File: config.mk
export PLATFORM = sky130hd
export DESIGN_NAME = fvs_alu
export DESIGN_NICKNAME = d
export VERILOG_FILES = /design/src/hdl/fvs_pkg.sv /design/src/hdl/fvs_alu.sv
export SDC_FILE = /design/constraint.sdc
export NUM_CORES = 1
export LEC_CHECK = 0
export BUFFER_PORTS_ARGS = -buffer_cell sky130_fd_sc_hd__buf_2
export CORE_UTILIZATION = 54
export DETAILED_ROUTE_END_ITERATION = 8
export GPL_TIMING_DRIVEN = 0
export MAX_ROUTING_LAYER = met4
export PLACE_DENSITY = 0.85
export SETUP_SLACK_MARGIN = 0.1
export SLEW_MARGIN = 20
export SYNTH_ARGS = -nofsm -noshare
export SYNTH_HDL_FRONTEND = slang
export SYNTH_SLANG_ARGS = --single-unit
File: constraint.sdc
create_clock -name vclk -period 3.9
set_clock_uncertainty 0.05 [all_clocks]
set_input_delay 0.585 -clock vclk [all_inputs]
set_output_delay 0.585 -clock vclk [all_outputs]
set_load 0.01 [all_outputs]
File: src/hdl/fvs_pkg.sv
// ---------------------------------------------------------------------------
// fvs_pkg: shared types and constants for field value statistics
// Table geometry, field widths, shared unit operations and helper functions.
// ---------------------------------------------------------------------------
package fvs_pkg;

    // distinct-value table geometry
    localparam int TABLE_DEPTH = 256;
    localparam int TBL_AW      = $clog2(TABLE_DEPTH);
    localparam int UNIQ_W      = $clog2(TABLE_DEPTH + 1);

    // field and counter widths
    localparam int VAL_W   = 64;
    localparam int CNT_W   = 32;
    localparam int SUMH_W  = 32;
    localparam int CFG_W   = 7;
    localparam int MAX_WIDTH = 64;

    // stream data widths
    localparam int S_DATA_W = 64;
    localparam int M_DATA_W = 400;

    // configuration port
    localparam int APB_AW = 3;
    localparam int APB_DW = 32;
    localparam logic [APB_AW-1:0] ADDR_FIELD_WIDTH = 3'd0;
    localparam logic [CFG_W-1:0]  FIELD_WIDTH_RESET = 7'd8;

    // shared arithmetic unit operations
    typedef enum logic [1:0] {
        ALU_ADD,
        ALU_LT,
        ALU_EQ
    } alu_op_t;

    typedef struct packed {
        logic [VAL_W-1:0] sum;
        logic             carry;
        logic             flag;
    } alu_res_t;

    // table access request from the sequencer
    typedef struct packed {
        logic              rd_en;
        logic [TBL_AW-1:0] rd_addr;
        logic              wr_en;
        logic [TBL_AW-1:0] wr_addr;
        logic [VAL_W-1:0]  wr_key;
        logic [CNT_W-1:0]  wr_count;
        logic              clr;
    } tbl_req_t;

    // low-bit mask for the configured field width, clamped to MAX_WIDTH
    function automatic logic [VAL_W-1:0] field_mask(input logic [CFG_W-1:0] w);
        logic [VAL_W-1:0] m;
        m = '0;
        if (w == '0) begin
            m = '0;
        end else if (w >= CFG_W'(MAX_WIDTH)) begin
            m = {VAL_W{1'b1}};
        end else begin
            m = ~({VAL_W{1'b1}} << w);
        end
        return m;
    endfunction

    // xor fold of the value down to a table index
    function automatic logic [TBL_AW-1:0] hash_index(input logic [VAL_W-1:0] v);
        logic [TBL_AW-1:0] h;
        h = '0;
        for (int i = 0; i < VAL_W; i++) begin
            h[i % TBL_AW] = h[i % TBL_AW] ^ v[i];
        end
        return h;
    endfunction

    // saturating increment of a count
    function automatic logic [CNT_W-1:0] sat_inc(input logic [CNT_W-1:0] x);
        return (x == {CNT_W{1'b1}}) ? x : x + CNT_W'(1);
    endfunction

endpackage

File: src/hdl/fvs_alu.sv
// ---------------------------------------------------------------------------
// fvs_alu: shared 64-bit add and compare unit
// One adder with carry out and one magnitude/equality compare, selected by op.
// ---------------------------------------------------------------------------
module fvs_alu
    import fvs_pkg::*;
(
    input  alu_op_t          op,
    input  logic [VAL_W-1:0] a,
    input  logic [VAL_W-1:0] b,
    output alu_res_t         res
);

    logic [VAL_W:0] add_full;

    // wide add with carry out
    assign add_full = {1'b0, a} + {1'b0, b};

    // operation select
    always_comb begin
        res.sum   = add_full[VAL_W-1:0];
        res.carry = add_full[VAL_W];
        case (op)
            ALU_ADD: res.flag = add_full[VAL_W];
            ALU_LT:  res.flag = (a < b);
            ALU_EQ:  res.flag = (a == b);
            default: res.flag = 1'b0;
        endcase
    end

endmodule

# Word level (Yosys, flattened, before mapping)
# Cells that the tools add are included.
word_totals:
  reg_bits: 0
  out_inout_bits: 66
op_classes:
  add_sub_neg: 1
  order_cmp: 1
  eq_ne: 3
  muxes: 1
  n_reduce_logical: 1
ops:
  columns: ["operator", "count"]
  rows:
  - ["64-bit by 64-bit adder with 65-bit output", 1]
  - ["64-bit equality test", 1]
  - ["64-bit < comparator", 1]
  - ["1-bit case mux with 3 select lines", 1]
  - ["2-bit by 1-bit equality test with 1-bit output, second input constant", 1]
  - ["2-bit equality test, second input constant", 1]
  - ["2-bit logical NOT", 1]

# Depth between registers and ports, before layout
depth:
  ltp_word: 2
  depth_mapped: 12
  ltp_nobuf: 11

# Worst setup path before layout
# OpenSTA, ideal clock, no wires.
synth_timing:
  path_kind: "input-to-output"
  startpoint: "input a[0]"
  endpoint: "output res[62] (netlist name)"
  arrival_time_ps: 3011
  required_time_ps: 3265
  setup_slack_ps: 254
  path_stages: 11
  n_path_buf: 0
  path_cell_list: "ha_1 -> fa_1 -> nor2b_1 -> o211ai_1 -> a211oi_1 -> or2_4 -> o311a_4 -> o211ai_4 -> a311oi_4 -> nor4b_2 -> nand3b_1"
synth_rtl:
  columns: ["element", "line_no", "text"]
  rows:
  - ["start, declared", "fvs_alu.sv:9", "input logic [VAL_W-1:0] a,"]
  - ["end, declared", "fvs_alu.sv:11", "output alu_res_t res"]

==> flow_summary.ini <==
[hold_path]
hold_path.class = in -> out
min_from = b[1]
worst_hold_path.num_cells = 3
holdPathEnd = res[3]

[final_layout]
seqCellArea_um2 = 0
flow.area_growth_from_synthesis_pct = 31.8
layout.cells.most_common_list = 201 x buf_2, 117 x inv_1, 115 x ha_1
mostFrequentLayoutCell = buf_2
fin_nets = 1359
multi_input_area_um2 = 5760
utilization_pct = 74.0
fillCellCount = 827
clock_buffers = 0
flops_and_latches = 0
fraction_of_layout_instances_using_a_drive_strength_above_1_pct = 30.2

[detailed_routing]
routed_wirelength_mm = 20.0
drtAntennaViolNets = 0
vias_per_cell = 6.09
detail_route.wl_per_cell_um = 16.2
drc = 0
dr.first_iter.drc_count = 486
number_of_detailed_route_iterations_in_the_first_pass = 5
dr_total_vias = 7527

[timing]
maxClockFrequency_mhz = 251
final_critical_path_setup_slack_ns = -0.0900
final-setup-viol-count = 6
grt_setup_unrepaired = yes
worst_slew_margin_rel_pct = 54.2
maxSlewViolCount = 0
finalCriticalPeriod_ns = 3.99
hold_viol = 0
max_slew.worst_pin.slew_ns = 0.681
min_period_over_period_pct = 102

[place]
dp_worst_setup_slack_ns = -0.283
gpl.final_weighted_congestion = 0.988
hpwl_mm = 15.4
numPortBuffers = 196

[die]
design.die.area_um2 = 11300
top_level_ports = 196
dieWidth_um = 106
num_rows = 37
die_h_um = 106
start_util_pct = 56.2
core_area_um2 = 10400

[logic_synthesis]
synthesis.area_per_instance_um2 = 6.66
synth_cells = 878
synth_sequential_area_ratio_pct = 0
post_synth_design_cell_area_um2 = 5850
synth.distinct_cells = 69
synthesis.nets = 1137
ys_warn_count = 0

[grt]
first_global_vias = 6787
antenna_found_initial = 1
grt-ovfl-total = 0
grt_start_max_net_pins = 11
grt_pass1_wl_mm = 30.4
global_route.usage.total_pct = 33.1

[power_and_ir_drop]
total_leakage_power_nw = 3.73
vdd.ir_drop.worst_mv = 0.103
power_density_nw_per_um2 = 177

[setup_path]
cp.required_ns = 3.26
worstPathArrival_ns = 3.36
critical_path.max_fanout = 3
critPathCaptureType = output port
setup.worst_path.class = in -> out
startpoint_type = input pin

[status]
outcome = finished, violations left
failing_checks = setup timing

[flow_run]
max_capacitance_violation_total = 0

[clocking]
holdBufCountCts = 0
-- critical path: stages --
cell and delay [ns]:
buf_8 0.10, ha_4 0.16, fa_2 0.36, nor2b_4 0.14
o211ai_1 0.29, a211oi_2 0.14, or2_4 0.26, o311a_4 0.34
o211ai_4 0.25, buf_4 0.17, a31oi_4 0.11, a21boi_2 0.17
xnor2_1 0.13, buf_2 0.15
-- kinds of logic after synthesis --
kind of cell               after synthesis  synth area share, %
adders and majority gates              129                 27.7
buffers and inverters                  149                 9.80
and+or+nand+nor                        277                 23.7
AOI/OAI and AO/OA                      265                 30.1
xor gates and xnor gates                57                 8.53
muxes                                    1                0.171
-- per-layer routing --
metal	vias up	share of wire, %	global-route usage (%)
li1	3553	-	-
met2	452	47	56.9
met1	3454	42	41.3
met5	-	0	-
met4	0	3.1	10.2
met3	68	7.9	2.27
-- layout make-up --
type               instances  share of cell area, %
plain buffers             22                   1.44
diodes                     1                 0.0325
well taps                136                   2.21
inverters                123                   5.99
repair buffers           224                   15.7
multi-input cells        729                   74.7
-- worst max path at each step --
stage / to / cells after the start / startpoint
finish: res[50] / 14 / b[0]
CTS: res[62] / 13 / b[0]
floorplan: res[62] / 11 / a[0]
detailed placement: res[63] / 12 / b[15]
global route: res[64] / 13 / b[23]
global placement: res[1] / 13 / a[0]
-- cell usage after synthesis, drive strengths merged (6+ instances only) --
library cell | number | area share [%]
nand3 | 21 | 1.9
inv | 123 | 7.9
nand4 | 26 | 2.8
nor2 | 102 | 6.6
o21bai | 27 | 3.5
o31ai | 16 | 2.1
a21oi | 103 | 8.8
buf | 8 | 0.73
nor2b | 18 | 1.9
o21a | 8 | 1.0
a21o | 10 | 1.3
xnor2 | 51 | 7.6
nor4 | 19 | 2.1
nand2b | 10 | 1.1
o211ai | 16 | 2.3
nand2 | 34 | 2.2
xor2 | 6 | 0.90
clkbuf | 18 | 1.2
o21ai | 40 | 3.4
ha | 128 | 27
nor3 | 22 | 1.9
-- what timing repair did --
item,4_1_cts,5_1_grt
gates resized for setup,59,63
endpoints found under the setup margin,27,32
pin swaps,22,24
buffers inserted,14,14
-- per-stage QoR --
step	area, um^2	total power [mW]	std cells	hold WS, ns	setup TNS, ns
after floorplan	5850	0.780	878	1.29	0
after global placement	7000	1.17	1210	1.50	-2.39
after detailed placement	7000	1.18	1210	1.51	-2.39
after CTS	7330	1.25	1221	1.54	0
after global routing	7710	1.47	1235	1.56	-1.30
final	7710	1.37	1235	1.55	-0.365
-- where the power goes --
| group | leakage, nW | switching [mW] | internal (mW) |
|---|---|---|---|
| sequential | 0 | 0 | 0 |
| clock | 0.00000634 | 0 | 0.0000000343 |
| combinational | 3.73 | 0.806 | 0.560 |
| total | 3.73 | 0.806 | 0.560 |
(Power assumes the default switching activity.)
